$ cat src/hw/rtl/npcm_pkg.sv
// Shared types and constants for the nearest palette color match block.
// No dependencies.
`timescale 1ns / 1ps

package npcm_pkg;

  localparam int COLOR_W = 8;
  localparam int DIST_W  = 10;   // 3 * 255 = 765 fits in 10 bits
  localparam int BEST_W  = 16;
  localparam logic [BEST_W-1:0] NO_DIST = 16'hFFFF;

  typedef struct packed {
    logic [COLOR_W-1:0] red;
    logic [COLOR_W-1:0] green;
    logic [COLOR_W-1:0] blue;
  } rgb_t;

  localparam int RGB_W = $bits(rgb_t);

endpackage

$ cat src/hw/rtl/npcm_dist.sv
// Manhattan distance between a pixel and one palette entry.
// Depends on npcm_pkg.
`timescale 1ns / 1ps

module npcm_dist
  import npcm_pkg::*;
(
  input  rgb_t              pixel,
  input  rgb_t              entry,
  output logic [DIST_W-1:0] dist_sum
);

  function automatic logic [COLOR_W-1:0] abs_diff(input logic [COLOR_W-1:0] a,
                                                   input logic [COLOR_W-1:0] b);
    return (a < b) ? (b - a) : (a - b);
  endfunction

  assign dist_sum = DIST_W'(abs_diff(pixel.red,   entry.red))
                  + DIST_W'(abs_diff(pixel.green, entry.green))
                  + DIST_W'(abs_diff(pixel.blue,  entry.blue));

endmodule

$ cat config.mk
export PLATFORM = sky130hd
export DESIGN_NAME = npcm_dist
export DESIGN_NICKNAME = d
export VERILOG_FILES = /design/src/hw/rtl/npcm_pkg.sv /design/src/hw/rtl/npcm_dist.sv
export SDC_FILE = /design/constraint.sdc
export NUM_CORES = 1
export LEC_CHECK = 0
export BUFFER_PORTS_ARGS = -buffer_cell sky130_fd_sc_hd__buf_2
export CORE_MARGIN = 2
export CORE_UTILIZATION = 54
export DETAILED_ROUTE_END_ITERATION = 10
export GPL_TIMING_DRIVEN = 0
export PLACE_DENSITY = 0.81
export SETUP_SLACK_MARGIN = 0.15
export SYNTH_ARGS = -nofsm -noshare
export SYNTH_HDL_FRONTEND = slang
export SYNTH_SLANG_ARGS = --single-unit
export TNS_END_PERCENT = 1
$ cat constraint.sdc
create_clock -name vclk -period 12
set_input_delay 3 -clock vclk [all_inputs]
set_output_delay 3 -clock vclk [all_outputs]
set_load 0.1 [all_outputs]
==> results.py <==
metrics = {
    "drt": {
        "route.layer.met1.wl_um": 2070,
        "detailroute.wirelength.met2_um": 2480,
        "detail-route-antenna-nets": 0,
        "dr_wl_met3_um": 183,
        "drc": 0,
        "final_routed_wirelength_um": 4740,
        "detailroute.via_count": 2132,
        "post_drt_wl_per_cell_um": 11.6,
        "drt-initial-drc-count": 64,
        "highest-signal-layer": "met3",
        "drt_pre_antenna_iters": 4,
        "via_per_inst": 5.21,
    },
    "worst_setup_path": {
        "worst-endpoint-required_ns": 9.00,
        "crit_path_start": "pixel[0]",
        "timing.critical_path.arrival_ns": 7.08,
        "cp_top_family": "adder cells",
        "timing.critical_path.cells": "buf_2 > inv_1 > ha_1 > inv_1 > fa_1 > a21o_1 > a21oi_2 > o31a_1 > buf_6 > mux2i_1 > xor2_1 > fa_1 > inv_1 > fa_1 > a21o_1 > a21oi_1 > o21a_1 > nor2_1 > nor2_1 > buf_2",
        "crit_fanout": 7,
        "critical_path_top_delay_cell": "fa_1",
        "critPathBufInv": 6,
        "timing.critical_path.slowest_cell_delay_ns": 0.53,
        "critPathCapture": "dist_sum[7]",
        "cp_num_cells": 20,
        "start_kind": "primary input",
        "critical_path.endpoint_type": "primary output",
        "worstSetupPathType": "in2out",
    },
    "grt": {
        "initial_antenna_violation_count": 0,
        "first_global_vias": 2165,
        "grt_max_degree": 8,
        "total_routing_resource_utilization_after_global_routing_pct": 20.2,
        "first_pass_grt_wire_length_um": 8650,
        "gr-total-overflow": 0,
    },
    "synthesis": {
        "synthDominantCellAreaShare_pct": 28.0,
        "postSynthAreaPerCell_um2": 7.73,
        "synthDominantAreaCellType": "ha_1",
        "syn_inst": 301,
        "synth_cell_type_count": 27,
        "syn_nets": 416,
        "synth.top_cells.by_area": "ha_1, fa_1, inv_1",
        "yosysWarningCount": 0,
        "mappedNetlistArea_mm2": 0.00233,
        "synth_seq_area_share_pct": 0,
    },
    "sta": {
        "final-hold-violation-count": 0,
        "period_minus_slack_ns": 10.08,
        "slew_headroom_pct": 67.8,
        "worst_pin_slew_ns": 0.486,
        "finalSetupViolCount": 0,
        "setup_repair_after_global_routing_missed_its_margin": "false",
        "setup_tns_ns": 0,
        "clock.fmax_ghz": 0.0992,
        "report.final.slew_viol_count": 0,
        "post-route-period-util_pct": 84.0,
    },
    "clocking": {
        "ctsHoldBuffers": 0,
        "post_cts_setup_bufs": 0,
        "ctsResizeCount": 0,
    },
    "cells_and_area": {
        "total_number_of_nets_in_the_final_design": 476,
        "finish.instance_area_mm2": 0.00268,
        "final_layout_size_suffix_gt1_share_pct": 18.9,
        "ff_latch_area_um2": 0,
        "diodes": 0,
        "syn_to_layout_area_delta_pct": 15.2,
        "num-clock-buffers": 0,
        "sequential_cell_total": 0,
        "filler_cells": 367,
    },
    "floorplan": {
        "fp.dieArea_mm2": 0.00485,
        "floorplan.io_pins": 58,
        "dieHeight_um": 69.6,
        "row_count": 23,
        "floorplan.core_area_mm2": 0.00409,
        "initial_core_util_pct": 56.9,
        "horiz_die_dim_um": 69.6,
    },
    "place": {
        "port_buffers": 58,
        "finalWeightedCongestion": 0.871,
        "placed_area_mm2": 0.00268,
        "place.detailed.hpwl_um": 4280,
    },
    "run": {
        "timing.max_cap.violations": 0,
    },
    "hold_path": {
        "hp-class": "in2out",
        "whs_path_depth": 5,
    },
    "run_status": {
        "status": "finished clean",
    },
}
==> tightest hold or removal path: stages <==
cell and delay [ns]:
buf_2 0.09, ha_1 0.22, inv_1 0.07, fa_1 0.16, buf_2 0.42
==> routing by layer <==
layer | global-route usage (%) | vias up
met2 | 40.4 | 48
met1 | 24.9 | 978
met4 | 1.07 | 0
met5 | 0 | -
li1 | - | 1106
met3 | 0.581 | 0
==> logic make-up after synthesis <==
family,count (synthesis),share of synthesized area (%)
AO/OA/AOI/OAI,87,22.0
AND/OR/NAND/NOR,29,5.97
multiplexers,20,8.61
XOR/XNOR,23,8.66
adder cells (fa/ha/maj),67,40.9
buffers and inverters,75,13.9
==> cells in the mapped netlist <==
| master | instances |
|---|---|
| a211oi_1 | 1 |
| a21boi_0 | 6 |
| a21o_1 | 7 |
| a21o_2 | 1 |
| a21oi_1 | 41 |
| a21oi_2 | 2 |
| a22oi_1 | 1 |
| and2_1 | 3 |
| and3_1 | 3 |
| buf_4 | 1 |
| buf_6 | 5 |
| fa_1 | 15 |
| ha_1 | 52 |
| inv_1 | 69 |
| mux2i_1 | 20 |
| nand2_1 | 15 |
| nand3b_1 | 2 |
| nand4_1 | 1 |
| nor2_1 | 3 |
| nor4_1 | 2 |
| o21a_1 | 4 |
| o21ai_0 | 19 |
| o21ba_2 | 1 |
| o21bai_1 | 2 |
| o31a_1 | 2 |
| xnor2_1 | 10 |
| xor2_1 | 13 |
==> per-stage QoR <==
stage	std cells	util (%)	hold slack (ns)	worst slack, ns
final	409	65.6	6.95	1.92
after detailed placement	409	65.6	6.95	1.93
after global routing	409	65.6	7.00	1.64
after floorplan	301	-	6.96	1.59
after global placement	409	65.6	6.96	2.01
after CTS	409	65.6	6.96	1.91
==> layout by cell type (no fill, tap or decap), types with 2 or more instances in the layout <==
| cell | count |
|---|---|
| xor2_1 | 13 |
| nor2_1 | 3 |
| xnor2_1 | 10 |
| o21bai_1 | 2 |
| o21a_1 | 4 |
| mux2i_1 | 20 |
| and2_1 | 3 |
| a21boi_0 | 6 |
| fa_1 | 15 |
| a21o_1 | 7 |
| nor4_1 | 2 |
| o31a_1 | 2 |
| ha_1 | 52 |
| nand3b_1 | 2 |
| buf_6 | 5 |
| a21oi_1 | 41 |
| o21ai_0 | 19 |
| inv_1 | 69 |
| a21oi_2 | 2 |
| buf_2 | 58 |
| and3_1 | 3 |
| nand2_1 | 15 |
==> how the worst min path moves through the flow <==
stage,startpoint,to,slack (ns)
after floorplan,entry[8],dist_sum[1],6.96
after global placement,entry[16],dist_sum[0],6.96
after detailed placement,entry[16],dist_sum[0],6.95
after CTS,entry[16],dist_sum[0],6.96
after global routing,entry[16],dist_sum[0],7.00
final,entry[16],dist_sum[0],6.95
==> area by class of cell <==
| class | count | area (um^2) | area share, % |
|---|---|---|---|
| well taps | 50 | 62.6 | 2.34 |
| inverters | 69 | 259 | 9.67 |
| multi-input cells | 226 | 2000 | 74.8 |
| repair buffers | 58 | 290 | 10.8 |
| plain buffers | 6 | 63.8 | 2.38 |
Power is not shown: default switching activity piles up to over one toggle a cycle in this logic, so the estimate is an artifact.
